===== src/design/varint_length_deframer_unit_defines.svh =====
// Assertion macros shared by the varint length deframer RTL.
`ifndef VARINT_LENGTH_DEFRAMER_UNIT_DEFINES_SVH
`define VARINT_LENGTH_DEFRAMER_UNIT_DEFINES_SVH

// Checked on every edge outside reset.
`define VLD_ASSERT(lbl, clk, rst, prop, msg) \
   lbl: assert property (@(posedge clk) disable iff (rst) prop) else $error(msg);

// Checked on every edge, reset included.
`define VLD_ASSERT_ALWAYS(lbl, clk, prop, msg) \
   lbl: assert property (@(posedge clk) prop) else $error(msg);

`endif


===== src/design/vld_pkg.sv =====
// Package: widths, result kinds and beat types of the varint length deframer.
`default_nettype none
package vld_pkg;

   localparam int MaxPayload     = 256;
   localparam int MaxPrefixBytes = 5;
   localparam int GroupW         = 7;
   localparam int ByteW          = 8;
   localparam int LenW           = $clog2(MaxPayload + 1);
   localparam int AccW           = GroupW * MaxPrefixBytes;
   localparam int PrefixCntW     = $clog2(MaxPrefixBytes);
   localparam int KindW          = 2;

   localparam logic [LenW-1:0] LimitReset = LenW'(MaxPayload);

   typedef enum logic [KindW-1:0] {
      KIND_PAYLOAD = 2'd0,
      KIND_EMPTY   = 2'd1,
      KIND_ERROR   = 2'd2
   } kind_type;

   typedef struct packed {
      kind_type               kind;
      logic [ByteW-1:0]       data;
      logic                   last;
   } result_type;

   typedef struct packed {
      logic       valid;
      result_type result;
   } step_type;

endpackage
`default_nettype wire


===== src/design/varint_length_deframer_unit.sv =====
// A beat that makes a result shows it on rsp_ in the cycle after acceptance.
// Throughput: one req_ beat per cycle; req_stall rises only while a result is held.
// The single result register is the only buffering; it frees as its beat is taken.
// Reset (synchronous, high): awaiting a prefix, no result held, length limit 256.
// Prefix bytes give no result until the length is settled, rejected or empty.
`default_nettype none
`include "varint_length_deframer_unit_defines.svh"
module varint_length_deframer_unit (
   input  wire                        clock,
   input  wire                        reset,
   // received byte beats
   input  wire                        req_valid,
   output logic                       req_stall,
   input  wire  [vld_pkg::ByteW-1:0]  req_rx_byte,
   // result beats
   output logic                       rsp_valid,
   input  wire                        rsp_stall,
   output logic [vld_pkg::KindW-1:0]  rsp_kind,
   output logic [vld_pkg::ByteW-1:0]  rsp_data,
   output logic                       rsp_last,
   // length limit register
   input  wire                        csr_wr_en,
   input  wire  [vld_pkg::LenW-1:0]   csr_wr_data
);
   import vld_pkg::*;

   step_type   step;
   result_type rsp_result;
   logic       out_ready;
   logic       req_accept;

   // a beat is taken whenever the result register is empty or emptying
   assign req_stall  = !out_ready;
   assign req_accept = req_valid && out_ready;

   // prefix decode and payload counting; at most one result per beat
   vld_frame_core u_core (
      .clock       (clock),
      .reset       (reset),
      .accept      (req_accept),
      .rx_byte     (req_rx_byte),
      .csr_wr_en   (csr_wr_en),
      .csr_wr_data (csr_wr_data),
      .step        (step)
   );

   // result register: holds a result beat while rsp_ stalls
   vld_out_reg u_out (
      .clock      (clock),
      .reset      (reset),
      .step       (step),
      .rsp_stall  (rsp_stall),
      .rsp_valid  (rsp_valid),
      .rsp_result (rsp_result),
      .ready      (out_ready)
   );

   assign rsp_kind = rsp_result.kind;
   assign rsp_data = rsp_result.data;
   assign rsp_last = rsp_result.last;

   `VLD_ASSERT_ALWAYS(a_reset_empties, clock, reset |=> !rsp_valid, "result held after reset")
   `VLD_ASSERT(a_marker_last, clock, reset, (rsp_valid && rsp_kind != KIND_PAYLOAD) |-> (rsp_last && rsp_data == '0), "empty or error beat without last or with data")
   `VLD_ASSERT(a_no_overwrite, clock, reset, (rsp_valid && rsp_stall) |-> !step.valid, "result produced over a stalled beat")

endmodule
`default_nettype wire


===== src/design/vld_frame_core.sv =====
// Prefix decode, payload count and limit register of the varint length deframer.
`default_nettype none
`include "varint_length_deframer_unit_defines.svh"
module vld_frame_core (
   input  wire                        clock,
   input  wire                        reset,
   input  wire                        accept,
   input  wire  [vld_pkg::ByteW-1:0]  rx_byte,
   input  wire                        csr_wr_en,
   input  wire  [vld_pkg::LenW-1:0]   csr_wr_data,
   output vld_pkg::step_type          step
);
   import vld_pkg::*;

   logic                  in_payload_ff, in_payload_in;
   logic [LenW-1:0]       bytes_left_ff, bytes_left_in;
   logic [LenW-1:0]       acc_lo_ff, acc_lo_in;
   logic                  acc_hi_ff, acc_hi_in;
   logic [PrefixCntW-1:0] prefix_cnt_ff, prefix_cnt_in;
   logic [LenW-1:0]       limit_ff;

   logic [AccW-1:0]       placed;
   logic [LenW-1:0]       len_lo;
   logic                  len_hi;
   logic [LenW-1:0]       eff_limit;

   // group shifted to its 7-bit slot; only the low LenW bits can pass the limit
   assign placed    = AccW'(rx_byte[GroupW-1:0]) << (GroupW * prefix_cnt_ff);
   assign len_lo    = acc_lo_ff | placed[LenW-1:0];
   assign len_hi    = acc_hi_ff | (|placed[AccW-1:LenW]);
   assign eff_limit = (limit_ff > LimitReset) ? LimitReset : limit_ff;

   always_comb begin
      in_payload_in = in_payload_ff;
      bytes_left_in = bytes_left_ff;
      acc_lo_in     = acc_lo_ff;
      acc_hi_in     = acc_hi_ff;
      prefix_cnt_in = prefix_cnt_ff;
      step          = '0;
      step.result.kind = KIND_PAYLOAD;
      if (accept) begin
         if (in_payload_ff) begin
            step.valid       = 1'b1;
            step.result.kind = KIND_PAYLOAD;
            step.result.data = rx_byte;
            step.result.last = (bytes_left_ff <= LenW'(1));
            bytes_left_in    = bytes_left_ff - LenW'(1);
            in_payload_in    = (bytes_left_ff > LenW'(1));
         end else if (rx_byte[ByteW-1]) begin
            if (prefix_cnt_ff == PrefixCntW'(MaxPrefixBytes - 1)) begin
               step.valid       = 1'b1;
               step.result.kind = KIND_ERROR;
               step.result.last = 1'b1;
               acc_lo_in        = '0;
               acc_hi_in        = 1'b0;
               prefix_cnt_in    = '0;
            end else begin
               acc_lo_in     = len_lo;
               acc_hi_in     = len_hi;
               prefix_cnt_in = prefix_cnt_ff + PrefixCntW'(1);
            end
         end else begin
            acc_lo_in     = '0;
            acc_hi_in     = 1'b0;
            prefix_cnt_in = '0;
            if (len_hi || (len_lo > eff_limit)) begin
               step.valid       = 1'b1;
               step.result.kind = KIND_ERROR;
               step.result.last = 1'b1;
            end else if (len_lo == '0) begin
               step.valid       = 1'b1;
               step.result.kind = KIND_EMPTY;
               step.result.last = 1'b1;
            end else begin
               in_payload_in = 1'b1;
               bytes_left_in = len_lo;
            end
         end
      end
   end

   always_ff @(posedge clock) begin
      if (reset) begin
         in_payload_ff <= 1'b0;
         bytes_left_ff <= '0;
         acc_lo_ff     <= '0;
         acc_hi_ff     <= 1'b0;
         prefix_cnt_ff <= '0;
         limit_ff      <= LimitReset;
      end else begin
         in_payload_ff <= in_payload_in;
         bytes_left_ff <= bytes_left_in;
         acc_lo_ff     <= acc_lo_in;
         acc_hi_ff     <= acc_hi_in;
         prefix_cnt_ff <= prefix_cnt_in;
         if (csr_wr_en) begin
            limit_ff <= csr_wr_data;
         end
      end
   end

   `VLD_ASSERT(a_payload_count_live, clock, reset, in_payload_ff |-> (bytes_left_ff != '0), "payload state with zero bytes left")
   `VLD_ASSERT(a_prefix_count_bound, clock, reset, prefix_cnt_ff < PrefixCntW'(MaxPrefixBytes), "prefix count beyond maximum")
   `VLD_ASSERT(a_prefix_idle_in_payload, clock, reset, in_payload_ff |-> (prefix_cnt_ff == '0 && acc_lo_ff == '0 && !acc_hi_ff), "prefix state not cleared during payload")

endmodule
`default_nettype wire


===== src/design/vld_out_reg.sv =====
// Result register of the varint length deframer.
`default_nettype none
module vld_out_reg (
   input  wire                 clock,
   input  wire                 reset,
   input  wire vld_pkg::step_type step,
   input  wire                 rsp_stall,
   output logic                rsp_valid,
   output vld_pkg::result_type rsp_result,
   output logic                ready
);
   import vld_pkg::*;

   logic       valid_ff;
   result_type result_ff;

   assign ready      = !valid_ff || !rsp_stall;
   assign rsp_valid  = valid_ff;
   assign rsp_result = result_ff;

   always_ff @(posedge clock) begin
      if (reset) begin
         valid_ff <= 1'b0;
      end else if (step.valid) begin
         valid_ff <= 1'b1;
      end else if (!rsp_stall) begin
         valid_ff <= 1'b0;
      end
   end

   always_ff @(posedge clock) begin
      if (step.valid) begin
         result_ff <= step.result;
      end
   end

endmodule
`default_nettype wire

===== config.mk =====
export PLATFORM = sky130hd
export DESIGN_NAME = varint_length_deframer_unit
export DESIGN_NICKNAME = d
export VERILOG_FILES = /design/src/design/vld_pkg.sv /design/src/design/varint_length_deframer_unit.sv /design/src/design/vld_frame_core.sv /design/src/design/vld_out_reg.sv
export VERILOG_INCLUDE_DIRS = /design/src /design/src/design
export SDC_FILE = /design/constraint.sdc
export NUM_CORES = 1
export LEC_CHECK = 0
export BUFFER_PORTS_ARGS = -buffer_cell sky130_fd_sc_hd__buf_2
export CAP_MARGIN = 0
export CORE_MARGIN = 2
export CORE_UTILIZATION = 40
export CTS_CLUSTER_DIAMETER = 200
export DETAILED_ROUTE_END_ITERATION = 7
export GPL_TIMING_DRIVEN = 0
export HOLD_SLACK_MARGIN = 0.1
export SYNTH_ARGS = -nofsm -noshare
export SYNTH_HDL_FRONTEND = slang
export SYNTH_HIERARCHICAL = 1
export SYNTH_SLANG_ARGS = --single-unit

===== constraint.sdc =====
create_clock -name clock -period 3.8 [get_ports clock]
set_clock_uncertainty 0.1 [all_clocks]
set_input_delay 0.19 -clock clock [delete_from_list [all_inputs] [get_ports clock]]
set_output_delay 0.19 -clock clock [all_outputs]
set_load 0.005 [all_outputs]

Word-level counts from Yosys, hierarchy flattened
Cells that the tools add are included.

storage, ports and cells
  register bits after elaboration = 44
  input port bits = 22
  word-level logic and storage cells = 68

cells by class
  $add $sub $neg = 2
  multipliers = 1
  $lt $le $gt $ge = 4
  eq/ne operators = 5
  shift operators = 1
  mux-type cells = 29
  bitwise logic cells = 4
  reductions and logical operators = 12

operator list
  kind                 number
  $mux 9               7
  $shl 7x6->35         1
  $reduce_or 26->1     1
  $mux 3               7
  $mux 1               13
  $mux 12              1
  $gt 9x1->1 const B   1
  $gt 9x9->1           1
  $gt 9x9->1 const B   1
  $le 9x1->1 const B   1
  $logic_not 9->1      1
  $or 9x9->9           1
  $sub 9x1->9 const B  1
  $mux 8               1
  $ne 2x1->1 const B   4
  $mul 3x3->6 const A  1
  $reduce_and 2->1     2
  $reduce_and 4->1     1
  $add 3x1->3 const B  1
  $eq 3x3->1 const B   1
  $logic_not 1->1      3
  $logic_or 1x1->1     2
  $not 1->1            2
  $reduce_or 2->1      1
  other kinds (2)      2

Logic depth before layout (Yosys ltp)
Gate-level depths: netlist (run 1).

  word-level depth = 10
  gate-level depth with buffers = 13
  mapped depth without buffers = 12

Hierarchy
The synthesis (run 1) kept the hierarchy.

modules (own cells, without submodules)
  module                       instances  cells an instance  area each (um2)  sequential area each (um2)
  vld_frame_core               1          245                2004.4           640.6
  vld_out_reg                  1          15                 362.8            350.3
  varint_length_deframer_unit  1          2                  10.0             0.0

Worst setup path before layout (run 1)
OpenSTA, ideal clock, no wires.

  kind = reg2reg
  start = register u_core.prefix_cnt_ff[0]
  end = register u_out.result_ff, in the netlist u_out/rsp_result[0] (enable)
  library setup time = 0.384 ns
  arrival = 2.663 ns
  path slack = 0.653 ns
  stages on the path, launching flop included = 12
  path buffers = 1
  clock period less this slack = 3.147 ns
  cell sequence = dfxtp_1 -> buf_6 -> nor3_4 -> a21oi_2 -> inv_1 -> ha_1 -> and4_1 -> a21oi_1 -> a21oi_1 -> o21ai_2 -> o21ai_1 -> a21oi_1

RTL lines
  item                    line                  text
  start, declared         vld_frame_core.sv:19  logic [PrefixCntW-1:0] prefix_cnt_ff, prefix_cnt_in;
  start signal, assigned  vld_frame_core.sv:95  prefix_cnt_ff <= prefix_cnt_in;
  end signal, assigned    vld_out_reg.sv:33     result_ff <= step.result;
  end, declared           vld_out_reg.sv:15     result_type result_ff;

==> PnR_summary.wiki, run 1 <==
{| class="wikitable"
! Metric !! Value
|-
| Outcome || finished clean
|-
| Detail Route Antenna Nets || 0
|-
| Slowest cell on crit path || sky130_fd_sc_hd__a21oi_2
|-
| Max-Slew Margin vs Limit || 58.72%
|-
| Internal || 880.6 uW
|-
| Fmax achieved || 0.2972 GHz
|-
| Worst-skew pair later-pin latency || 300 ps
|-
| Power density over the cells || 447.3 nW/um^2
|-
| Fraction of layout cells with a size suffix above 1 || 18.10%
|-
| Nets || 349
|-
| Critical path class || reg -> reg
|-
| Clk sinks || 44
|-
| Number of max-cap violations || 0
|-
| Die height || 81.09 um
|-
| Worst Setup End Kind || flop
|-
| Endpoint arrival time on the critical path || 3200 ps
|-
| Number of enable flip-flop cells after synthesis || 11
|-
| Routability congestion estimate from global placement || 0.8318
|-
| Leading register cell type out of synthesis || sky130_fd_sc_hd__dfxtp_1
|-
| Wirelength per Cell || 13.48 um
|-
| Dpl cells || 370
|-
| Ordered list of cells on the worst path || buf_6 -> nor3_4 -> a21oi_2 -> inv_1 -> ha_1 -> and4_1 -> a21oi_1 -> a21oi_1 -> o21ai_2 -> o21ai_1 -> a21oi_2
|-
| Final Total Pwr || 1.283 mW
|-
| Most frequent cells in the layout || 34 x sky130_fd_sc_hd__nand2_1, 33 x sky130_fd_sc_hd__buf_2, 33 x sky130_fd_sc_hd__dfxtp_1
|-
| Placed inst area || 2636 um^2
|-
| Final instance area || 2868 um^2
|-
| Bufs and invs on worst path || 2
|-
| Non-filler instance count after layout || 390
|-
| Pin slew with the least headroom to its limit || 619.2 ps
|-
| Die boundary width || 81.09 um
|-
| Post-synthesis sequential area ratio || 41.68%
|-
| Synth top area share || 27.79%
|-
| Sequential fraction of design power || 43.2%
|-
| Via count of the first global-routing pass || 1843
|-
| Maximum VDD drop || 0.3552 mV
|-
| Number of antenna violations at the first check in global routing || 0
|-
| Core Footprint || 5816 um^2
|-
| IO Port Bufs || 33
|-
| Peak per-stage delay on the critical path || 510 ps
|-
| CTS Buf Count || 5
|-
| Launching element type of the critical path || flop
|-
| Clock transition at the registers of the reported paths || 90 ps
|-
| TritonCTS clock tree || done
|-
| Setup repair after global routing missed its margin || no
|-
| Total negative setup slack || 0 ps
|-
| Routed WL || 5259 um
|-
| Count of pins on the block boundary || 35
|-
| Area growth from synthesis to layout || 20.63%
|-
| Number of DRC violations after detailed-routing iteration 0 || 108
|-
| Deepest clock path buffer count || 2
|-
| Main area contributors after synthesis || sky130_fd_sc_hd__dfxtp_1 28%, sky130_fd_sc_hd__edfxtp_1 14%, sky130_fd_sc_hd__ha_1 6.8%
|-
| Part of the power in combinational logic || 29.1%
|-
| #FFs+latches synth || 44
|-
| Asr flop ratio synth || 0%
|-
| Netlist Area Pre-Place || 2377 um^2
|-
| Synth warnings || 6
|-
| Vias per std cell || 5.110
|-
| Detailed-router iteration count before antenna repair || 4
|-
| Vias post-DR || 1993
|-
| Final number of setup-violating endpoints || 0
|-
| Post-synthesis area per instance || 9.074 um^2
|-
| Kind of cell adding the most delay to the critical path || compound AO/OA/AOI/OAI gates
|-
| Post-CTS setup buffer count || 0
|-
| Final core utilization || 49.31%
|-
| Overall routing resource usage || 17.40%
|-
| Net switching fraction of the power || 31.34%
|-
| Hpwl dp || 3919 um
|-
| Initial core utilization || 40.88%
|-
| Count of distinct cell types in the synthesized netlist || 48
|-
| Min-delay worst type || in -> reg
|-
| DRC || 0
|-
| Data required time at the worst endpoint || 3640 ps
|-
| Maximum number of pins on one net before global-route repair || 14
|-
| Most frequent standard cell in the layout excluding fill and tap cells || sky130_fd_sc_hd__nand2_1
|-
| CTS root buf || sky130_fd_sc_hd__clkbuf_8
|-
| Most area-hungry cell type in the Yosys netlist || sky130_fd_sc_hd__dfxtp_1
|-
| Diode count || 0
|-
| Congestion Overflow GR || 0
|-
| Wire length of the first global-routing pass || 8707 um
|-
| Final Hold Viols || 0
|-
| Switching power || 402.0 uW
|-
| Relative contribution of the clock network to total power || 27.7%
|-
| Post-synthesis cell count || 262
|-
| Number of levels the H-tree was split into || 2
|-
| Post-layout min period || 3364 ps
|-
| Part of the cycle the worst path needs || 88.53%
|-
| Post-synthesis net count || 297
|-
| Number of standard-cell rows in the floorplan || 28
|-
| Maximum net fanout on the critical path || 12
|-
| DIE AREA || 6576 um^2
|-
| Static power due to leakage || 1.250 nW
|-
| Final Max Tran Viols || 0
|}
## timing repair
action / 4_1_cts / 5_1_grt
hold endpoints to repair: 11 / 0
hold buffers: 12 / 0
gates resized for setup: 0 / 1
endpoints found under the setup margin: 0 / 12
## state kept, by name, summed over array words and instances, names as in the netlist
register	cells
u_out/rsp_valid	1
u_core/in_payload_ff	1
u_core/limit_ff	9
u_core/acc_lo_ff	9
u_core/prefix_cnt_ff	3
u_core/acc_hi_ff	1
u_out/rsp_result	11
u_core/bytes_left_ff	9
## layout make-up
type                            count  area [um^2]
Clock buffer                        6        72.57
Sequential cell                    44        991.0
Multi-Input combinational cell    189         1259
Fill cell                         593         2948
Timing Repair Buffer               45        285.3
Buffer                             12        67.56
Tap cell                           75        93.84
Clock inverter                      2        35.03
Inverter                           17        63.81
## cell families (layout without fill, tap and decap cells)
family,count (synthesis),in the layout,synth area share (%)
XOR/XNOR,7,7,2.579
AO/OA/AOI/OAI,46,46,14.26
buffers and inverters,29,82,5.526
multiplexers,16,16,6.737
flip-flops,44,44,41.68
AND/OR/NAND/NOR,107,107,22.37
adder cells (fa/ha/maj),13,13,6.842
## Yosys cell counts, drive strengths merged, types with 2 or more instances
| cell type | instances |
|---|---|
| inv | 16 |
| ha | 13 |
| edfxtp | 11 |
| nor2b | 2 |
| a2111oi | 2 |
| xnor2 | 3 |
| nor2 | 32 |
| a211o | 2 |
| nor4 | 3 |
| a21o | 2 |
| o211ai | 8 |
| or4 | 2 |
| nand3b | 2 |
| a31o | 2 |
| nand2 | 34 |
| clkbuf | 8 |
| dfxtp | 33 |
| nand3 | 4 |
| xor2 | 4 |
| o31ai | 2 |
| and3 | 9 |
| nor3 | 11 |
| o21ai | 8 |
| a21oi | 15 |
| mux2i | 16 |
| buf | 4 |
| nand4 | 2 |
## power groups by stage
| stage | logic, mW | registers, mW | clock network [mW] |
|---|---|---|---|
| 3_3_place_gp | 0.358 | 0.564 | 0 |
| 6_report | 0.374 | 0.554 | 0.355 |
| 3_5_place_dp | 0.362 | 0.565 | 0 |
| 2_1_floorplan | 0.273 | 0.561 | 0 |
| 4_1_cts | 0.375 | 0.554 | 0.365 |
| 5_1_grt | 0.426 | 0.559 | 0.382 |
## final timing paths
| check | startpoint | cells after the start | slack (ps) | endpoint |
|---|---|---|---|---|
| max | u_core/prefix_cnt_ff[2] | 11 | 440 | u_out/rsp_result[4] |
| min reg2reg | u_core/acc_hi_ff | 2 | 380 | u_core/acc_hi_ff |
| max reg2reg | u_core/prefix_cnt_ff[2] | 11 | 440 | u_out/rsp_result[4] |
| min | req_rx_byte[4] | 2 | 160 | u_out/rsp_result[5] |
## metrics by stage
stage,setup slack [ps],hold slack [ps]
floorplan,653.1,162.4
global placement,151.3,308.1
detailed placement,152.2,316.3
CTS,99.85,152.1
global route,157.7,172.4
finish,435.7,163.2
## per-layer routing
metal / up-vias / share of wire, % / GRT usage, %
li1: 1025 / - / -
met1: 903 / 47 / 21.74
met2: 58 / 47 / 29.92
met3: 7 / 5.2 / 3.667
met4: 0 / 1.3 / 5.593
met5: - / 0 / 0
(Power assumes the default switching activity.)
==> inputs of run 2 (changes only) <==
--- a/config.mk
+++ b/config.mk
@@ -6,6 +6,7 @@
 export SDC_FILE = /design/constraint.sdc
 export NUM_CORES = 1
 export LEC_CHECK = 0
+export ABC_AREA = 1
 export BUFFER_PORTS_ARGS = -buffer_cell sky130_fd_sc_hd__buf_2
 export CAP_MARGIN = 0
 export CORE_MARGIN = 2
==> run 2 against run 1 <==
  * Die area grew 7.6%
  * Routed wire length grew 15%
  * Clock-buffer cell count grew 1
  * Synthesized cell count grew 39%
  * Largest cell class unchanged
  * Highest routed layer unchanged
==> PnR_summary.wiki, run 2 <==
{| class="wikitable"
! Metric !! Value
|-
| Worst-skew pair later-pin latency || 300 ps (about the same)
|-
| Endpoint arrival time on the critical path || 3470 ps (+270 ps)
|-
| Asr flop ratio synth || 0% (unchanged)
|-
| Diode count || 0 (unchanged)
|-
| Count of distinct cell types in the synthesized netlist || 31 (-35%)
|-
| Initial core utilization || 40.90% (about the same)
|-
| CTS root buf || sky130_fd_sc_hd__clkbuf_8
|-
| Wire length of the first global-routing pass || 10520 um (+21%)
|-
| Multiplexer share of the synthesized area || 0% (-6.7 points)
|-
| Most frequent standard cell in the layout excluding fill and tap cells || sky130_fd_sc_hd__nand2_1
|-
| Depth of the worst hold-timing path || 3 (+1)
|-
| Vias post-DR || 2414 (+21%)
|-
| Number of antenna violations at the first check in global routing || 0 (unchanged)
|-
| CTS Buf Count || 5 (unchanged)
|-
| Synth top area share || 25.73% (-2.1 points)
|-
| Internal || 914.5 uW (+3.8%)
|-
| Max-Slew Margin vs Limit || 63.82% (+5.1 points)
|-
| Number of max-cap violations || 0 (unchanged)
|-
| Adder-cell area share of the yosys netlist || 6.335% (-0.51 points)
|-
| Synth warnings || 6 (unchanged)
|-
| Non-filler instance count after layout || 492 (+26%)
|-
| Flop2flop setup slack || 430 ps (about the same)
|-
| Maximum VDD drop || 0.2471 mV (-30%)
|-
| Fraction of synthesized cell area in xor and xnor cells || 0.3411% (-2.2 points)
|-
| Worst reg2reg path endpoint || u_out/rsp_valid
|-
| Maximum number of pins on one net before global-route repair || 15 (+1)
|-
| Relative contribution of the clock network to total power || 29.0% (+1.3 points)
|-
| Maximum net fanout on the critical path || 12 (unchanged)
|-
| TritonCTS clock tree || done
|-
| Post-synthesis net count || 399 (+34%)
|-
| Vias per std cell || 4.907 (-4.0%)
|-
| Clock transition at the registers of the reported paths || 90 ps (about the same)
|-
| Most instantiated library cell after synthesis || sky130_fd_sc_hd__nand2_1
|-
| DRC || 0 (unchanged)
|-
| Main area contributors after synthesis || sky130_fd_sc_hd__dfxtp_1 26%, sky130_fd_sc_hd__edfxtp_1 13%, sky130_fd_sc_hd__nand2_1 11%
|-
| Detailed-router iteration count before antenna repair || 4 (unchanged)
|-
| Power density over the cells || 451.2 nW/um^2 (+0.88%)
|-
| Die height || 84.12 um (+3.7%)
|-
| Net switching fraction of the power || 33.85% (+2.5 points)
|-
| Crit Reg-Reg Startpoint || u_core/prefix_cnt_ff[2]
|-
| IO Port Bufs || 32 (-3.0%)
|-
| Most instantiated cells after synthesis || 73 x sky130_fd_sc_hd__nand2_1, 63 x sky130_fd_sc_hd__nor2_1, 54 x sky130_fd_sc_hd__inv_1
|-
| Fraction of layout cells with a size suffix above 1 || 16.87% (-1.2 points)
|-
| Hold endpoint || u_out/rsp_result[5]
|-
| Die boundary width || 84.12 um (+3.7%)
|-
| Post-synthesis cell count || 364 (+39%)
|-
| #FFs+latches synth || 44 (unchanged)
|-
| Leading register cell type out of synthesis || sky130_fd_sc_hd__dfxtp_1
|-
| Critical path class || reg -> reg
|-
| Final Max Tran Viols || 0 (unchanged)
|-
| DIE AREA || 7075 um^2 (+7.6%)
|-
| Total negative setup slack || 0 ps (unchanged)
|-
| Min-delay worst type || in -> reg
|-
| Max reg flops || 11 (unchanged)
|-
| Sequential fraction of design power || 40.0% (-3.2 points)
|-
| Setup repair after global routing missed its margin || no
|-
| Worst hold path startpoint || req_rx_byte[4]
|-
| Number of standard-cell rows in the floorplan || 29 (+3.6%)
|-
| Most frequent cells in the layout || 72 x sky130_fd_sc_hd__nand2_1, 63 x sky130_fd_sc_hd__nor2_1, 54 x sky130_fd_sc_hd__inv_1
|-
| Depth of the most critical reg-to-reg path || 17 (+6)
|-
| Post-synthesis area per instance || 7.053 um^2 (-22%)
|-
| Congestion Overflow GR || 0 (unchanged)
|-
| Worst Setup End Kind || flop
|-
| Clk sinks || 44 (unchanged)
|-
| Area growth from synthesis to layout || 19.35%
|-
| Launching element type of the critical path || flop
|-
| Overall routing resource usage || 18.34% (+0.94 points)
|-
| Detail Route Antenna Nets || 0 (unchanged)
|-
| Fmax achieved || 0.2966 GHz (-0.22%)
|-
| Number of levels the H-tree was split into || 2 (unchanged)
|-
| Part of the cycle the worst path needs || 88.73% (+0.20 points)
|-
| Post-synthesis sequential area ratio || 38.60% (-3.1 points)
|-
| Final number of setup-violating endpoints || 0 (unchanged)
|-
| Routability congestion estimate from global placement || 0.8254 (-0.77%)
|-
| Wirelength per Cell || 12.29 um (-8.8%)
|-
| Outcome || finished clean
|-
| Via count of the first global-routing pass || 2290 (+24%)
|-
| Count of pins on the block boundary || 35 (unchanged)
|-
| Netlist Area Pre-Place || 2567 um^2 (+8.0%)
|-
| Part of the power in combinational logic || 31.0% (+1.9 points)
|-
| Routed WL || 6049 um (+15%)
|-
| Switching power || 468.0 uW (+16%)
|-
| Number of DRC violations after detailed-routing iteration 0 || 193 (+79%)
|-
| Number of enable flip-flop cells after synthesis || 11 (unchanged)
|-
| Area fraction in and, or, nand and nor cells after synthesis || 32.94% (+11 points)
|-
| Final Hold Viols || 0 (unchanged)
|-
| Main combinational cell family by area after synthesis || simple AND/OR/NAND/NOR gates
|-
| Deepest clock path buffer count || 2 (unchanged)
|-
| Dpl cells || 473 (+28%)
|-
| Pin slew with the least headroom to its limit || 542.7 ps (-76.55 ps)
|-
| Share of the synthesized area in compound gates (AO/OA/AOI/OAI) || 11.65% (-2.6 points)
|-
| Most area-hungry cell type in the Yosys netlist || sky130_fd_sc_hd__dfxtp_1
|-
| Data required time at the worst endpoint || 3900 ps (+260 ps)
|-
| Static power due to leakage || 1.464 nW (+17%)
|-
| Nets || 449 (+29%)
|-
| Post-layout min period || 3372 ps (+7.534 ps)
|-
| Core Footprint || 6277 um^2 (+7.9%)
|-
| Hpwl dp || 4521 um (+15%)
|}
==> run 2: cell count changes in the layout (fill, tap and decap cells not counted), moves of 9 or more <==
cell | previous run | this run
sky130_fd_sc_hd__and3_1 | 9 | 0
sky130_fd_sc_hd__inv_1 | 14 | 54
sky130_fd_sc_hd__mux2i_1 | 16 | 0
sky130_fd_sc_hd__nand2_1 | 34 | 72
sky130_fd_sc_hd__nand3_1 | 4 | 16
sky130_fd_sc_hd__nor2_1 | 31 | 63
sky130_fd_sc_hd__o21ai_0 | 3 | 26
==> run 2: repair_timing <==
action	CTS	global route
buffers inserted	0	0
setup endpoints to repair	0	1
gates resized for setup	0	1
endpoints found under the hold margin	11	0
hold buffers	11	0
==> run 2: metal layers <==
| metal | routed length, um | GRT usage (%) | vias up |
|---|---|---|---|
| li1 | - | - | 1256 |
| met1 | 2888 | 24.55 | 1084 |
| met2 | 2752 | 30.38 | 67 |
| met3 | 340 | 3.561 | 7 |
| met4 | 68 | 4.839 | 0 |
| met5 | 0 | 0 | - |
==> run 2: cell type report <==
cell class                      count  area [um^2]
Multi-Input combinational cell    252         1319
Sequential cell                    44        991.0
Clock inverter                      1        30.03
Inverter                           60        225.2
Timing Repair Buffer               43        270.3
Tap cell                           77        96.34
Clock buffer                        7        97.59
Buffer                              8        35.03
Fill cell                         653         3213
==> run 2: logic make-up after synthesis <==
kind of cell,Yosys count
simple gates,187
buf+inv,68
compound gates,51
flops,44
fa+ha+maj,13
xor+xnor,1
==> run 2: power by group through the flow <==
stage | Clock, mW | Combinational, mW | Sequential (mW)
2_1_floorplan | 0 | 0.313 | 0.560
3_3_place_gp | 0 | 0.412 | 0.562
3_5_place_dp | 0 | 0.418 | 0.564
4_1_cts | 0.413 | 0.429 | 0.553
5_1_grt | 0.428 | 0.496 | 0.558
6_report | 0.401 | 0.429 | 0.553
==> run 2: how the worst max path moves through the flow <==
stage | startpoint | end | slack, ps | cells past startpoint
after floorplan | u_core/limit_ff[4] | u_out/rsp_result[0] | 1270 | 15
after global placement | u_core/limit_ff[4] | u_out/rsp_valid | 860 | 17
after detailed placement | u_core/limit_ff[4] | u_out/rsp_valid | 790 | 17
after CTS | u_core/limit_ff[4] | u_out/rsp_valid | 230 | 18
after global routing | u_core/limit_ff[5] | u_out/rsp_valid | 90 | 17
final | u_core/prefix_cnt_ff[2] | u_out/rsp_valid | 430 | 17
==> run 2: critical path: stages (launching register included) <==
cell and delay [ps]:
sky130_fd_sc_hd__dfxtp_1 460, sky130_fd_sc_hd__inv_2 110, sky130_fd_sc_hd__a31oi_2 290, sky130_fd_sc_hd__inv_1 110, sky130_fd_sc_hd__ha_1 320, sky130_fd_sc_hd__nand2_1 60, sky130_fd_sc_hd__nand2_1 50, sky130_fd_sc_hd__a21oi_1 130
sky130_fd_sc_hd__nand3_1 100, sky130_fd_sc_hd__nand2_1 90, sky130_fd_sc_hd__nand2_2 90, sky130_fd_sc_hd__nor2_1 170, sky130_fd_sc_hd__nand2_1 70, sky130_fd_sc_hd__nand2_1 100, sky130_fd_sc_hd__nand2_2 210, sky130_fd_sc_hd__inv_1 190
sky130_fd_sc_hd__a21oi_2 70, sky130_fd_sc_hd__dlygate4sd3_1 550
==> run 2: through the flow <==
stage               util, %  hold WS, ps  setup slack (ps)  instance area, um^2  total power, mW
global placement      44.99        305.3             855.9                 2824           0.9745
CTS                   48.77        108.5             225.9                 3062            1.395
floorplan                 -        152.4              1266                 2567           0.8726
finish                48.81        119.3             428.2                 3064            1.383
global route          48.81        127.4             94.16                 3064            1.482
detailed placement    44.99        302.3             786.8                 2824           0.9817
==> inputs of run 3 (changes only) <==
--- a/config.mk
+++ b/config.mk
@@ -15,6 +15,7 @@
 export DETAILED_ROUTE_END_ITERATION = 7
 export GPL_TIMING_DRIVEN = 0
 export HOLD_SLACK_MARGIN = 0.1
+export PLACE_DENSITY = 0.68
 export SYNTH_ARGS = -nofsm -noshare
 export SYNTH_HDL_FRONTEND = slang
 export SYNTH_HIERARCHICAL = 1
==> run 3 against run 2 <==
  * Global-route usage fell by 0.66 points
  * Final cell count did not move
  * Core utilization fell by 0.18 points
  * Critical path type unchanged
  * Largest cell class unchanged
==> PnR_summary.wiki, run 3 (same netlist as run 2, synthesis figures left out) <==
{| class="wikitable"
! Metric !! Value
|-
| Outcome || finished clean
|-
| Final number of setup-violating endpoints || 0 (unchanged)
|-
| Number of levels the H-tree was split into || 2 (unchanged)
|-
| Sequential fraction of design power || 40.9% (+0.9 points)
|-
| TritonCTS clock tree || done
|-
| CTS Buf Count || 5 (unchanged)
|-
| Worst hold margin || 143.5 ps (+24.19 ps)
|-
| Most frequent standard cell in the layout excluding fill and tap cells || sky130_fd_sc_hd__nand2_1
|-
| Placement-stage worst setup slack || 832.0 ps (+45.19 ps)
|-
| Wire length of the first global-routing pass || 10060 um (-4.4%)
|-
| Launching element type of the critical path || flop
|-
| Routed WL || 5940 um (-1.8%)
|-
| Routability congestion estimate from global placement || 0.8342 (+1.1%)
|-
| Part of the cycle the worst path needs || 87.60% (-1.1 points)
|-
| Power density over the cells || 442.5 nW/um^2 (-1.9%)
|-
| Relative contribution of the clock network to total power || 27.4% (-1.6 points)
|-
| Placed inst area || 2824 um^2 (unchanged)
|-
| DRC || 0 (unchanged)
|-
| Internal || 876.4 uW (-4.2%)
|-
| IO Port Bufs || 32 (unchanged)
|-
| Number of DRC violations after detailed-routing iteration 0 || 149 (-23%)
|-
| Pin slew with the least headroom to its limit || 539.7 ps (-2.963 ps)
|-
| Detailed-router iteration count before antenna repair || 5 (+1)
|-
| CP startpoint || u_core/limit_ff[4]
|-
| Static power due to leakage || 1.458 nW (-0.36%)
|-
| Clk sinks || 44 (unchanged)
|-
| Vias post-DR || 2374 (-1.7%)
|-
| DIE AREA || 7075 um^2 (unchanged)
|-
| Number of standard-cell rows in the floorplan || 29 (unchanged)
|-
| Number of max-cap violations || 0 (unchanged)
|-
| Data required time at the worst endpoint || 3900 ps (about the same)
|-
| Hpwl dp || 4397 um (-2.8%)
|-
| Nets || 449 (unchanged)
|-
| Worst Setup End Kind || flop
|-
| Congestion Overflow GR || 0 (unchanged)
|-
| Via count of the first global-routing pass || 2206 (-3.7%)
|-
| Max reg flops || 11 (unchanged)
|-
| Final Hold Viols || 0 (unchanged)
|-
| Setup repair after global routing missed its margin || no
|-
| Crit Reg-Reg Startpoint || u_core/limit_ff[4]
|-
| Number of antenna violations at the first check in global routing || 0 (unchanged)
|-
| Dpl cells || 473 (unchanged)
|-
| Most frequent cells in the layout || 72 x sky130_fd_sc_hd__nand2_1, 63 x sky130_fd_sc_hd__nor2_1, 54 x sky130_fd_sc_hd__inv_1
|-
| Final critical-path setup slack || 471.0 ps (+42.84 ps)
|-
| Fmax achieved || 0.3004 GHz (+1.3%)
|-
| Die height || 84.12 um (unchanged)
|-
| Fillcell total || 610 (-6.6%)
|-
| Final instance area || 3053 um^2 (-0.37%)
|-
| Part of the power in combinational logic || 31.7% (+0.7 points)
|-
| Vias per std cell || 4.825 (-1.7%)
|-
| Final core utilization || 48.63% (-0.18 points)
|-
| Core Footprint || 6277 um^2 (unchanged)
|-
| Area growth from synthesis to layout || 18.91%
|-
| Diode count || 0 (unchanged)
|-
| Clock transition at the registers of the reported paths || 90 ps (about the same)
|-
| Worst hold path startpoint || req_rx_byte[2]
|-
| Overall routing resource usage || 17.68% (-0.66 points)
|-
| Post-layout min period || 3329 ps (-42.84 ps)
|-
| Maximum net fanout on the critical path || 12 (unchanged)
|-
| Total negative setup slack || 0 ps (unchanged)
|-
| Detail Route Antenna Nets || 0 (unchanged)
|-
| Critical path class || reg -> reg
|-
| Count of pins on the block boundary || 35 (unchanged)
|-
| Final Total Pwr || 1.351 mW (-2.3%)
|-
| Worst-skew pair later-pin latency || 310 ps (about the same)
|-
| Fraction of layout cells with a size suffix above 1 || 17.11% (+0.24 points)
|-
| Deepest clock path buffer count || 2 (unchanged)
|-
| Maximum VDD drop || 0.2610 mV (+5.6%)
|-
| Wirelength per Cell || 12.07 um (-1.8%)
|-
| Depth of the worst hold-timing path || 3 (unchanged)
|-
| Endpoint arrival time on the critical path || 3430 ps (-40 ps)
|-
| Max-Slew Margin vs Limit || 64.02% (+0.20 points)
|-
| Maximum number of pins on one net before global-route repair || 16 (+1)
|-
| Die boundary width || 84.12 um (unchanged)
|-
| CTS root buf || sky130_fd_sc_hd__clkbuf_8
|-
| Min-delay worst type || in -> reg
|-
| Depth of the most critical reg-to-reg path || 17 (unchanged)
|-
| Initial core utilization || 40.90% (unchanged)
|-
| Post-CTS setup buffer count || 0 (unchanged)
|-
| Final Max Tran Viols || 0 (unchanged)
|-
| Net switching fraction of the power || 35.12% (+1.3 points)
|-
| Switching power || 474.5 uW (+1.4%)
|-
| Non-filler instance count after layout || 492 (unchanged)
|}
## run 3: changes by cell type in the layout (fill, tap and decap cells not counted), sizes merged
cell,change
clkbuf,-2
clkinv,+2
## run 3: area by class of cell
class / instances / area [um^2] / share of cell area (%)
Buffer: 8 / 35.03 / 1.148
Clock buffer: 5 / 68.82 / 2.254
Clock inverter: 3 / 47.55 / 1.557
Inverter: 60 / 225.2 / 7.377
Multi-Input combinational cell: 252 / 1319 / 43.20
Sequential cell: 44 / 991.0 / 32.46
Tap cell: 77 / 96.34 / 3.156
Timing Repair Buffer: 43 / 270.3 / 8.852
## run 3: final timing paths
check	endpoint	slack (ps)
worst max register to register	u_out/rsp_valid	470
worst min register to register	u_core/limit_ff[0]	380
worst min-delay path	u_out/rsp_result[3]	140
worst max-delay path	u_out/rsp_valid	470
## run 3: what timing repair did
action | in CTS | in global routing
hold endpoints to repair | 11 | 0
hold buffers | 11 | 0
setup endpoints to repair | 0 | 1
gates resized for setup | 0 | 1
## run 3: critical path: stages, from the launching register on
cell and delay, ps:
sky130_fd_sc_hd__dfxtp_1 330, sky130_fd_sc_hd__nor4_1 280, sky130_fd_sc_hd__a21oi_1 120, sky130_fd_sc_hd__inv_1 170
sky130_fd_sc_hd__nand2_1 80, sky130_fd_sc_hd__ha_1 280, sky130_fd_sc_hd__nand2_1 60, sky130_fd_sc_hd__nor2_1 190
sky130_fd_sc_hd__nand4_1 110, sky130_fd_sc_hd__nand2_1 120, sky130_fd_sc_hd__nand2_2 90, sky130_fd_sc_hd__nor2_1 170
sky130_fd_sc_hd__nand2_1 70, sky130_fd_sc_hd__nand2_1 100, sky130_fd_sc_hd__nand2_2 190, sky130_fd_sc_hd__inv_1 170
sky130_fd_sc_hd__a21oi_2 60, sky130_fd_sc_hd__dlygate4sd3_1 540
## run 3: power groups by stage
stage | combinational, mW | sequential [mW] | clock, mW
after global placement | 0.407 | 0.562 | 0
after CTS | 0.426 | 0.553 | 0.380
after detailed placement | 0.413 | 0.564 | 0
after global routing | 0.490 | 0.559 | 0.397
final | 0.428 | 0.553 | 0.370
after floorplan | 0.313 | 0.560 | 0
## run 3: routing by layer
metal  wire length, um  GRT usage (%)  vias up
li1                  -              -     1259
met5                 0              0        -
met2              2675          28.86       57
met4                79          5.718        0
met3               300          3.264        5
met1              2884          23.68     1053
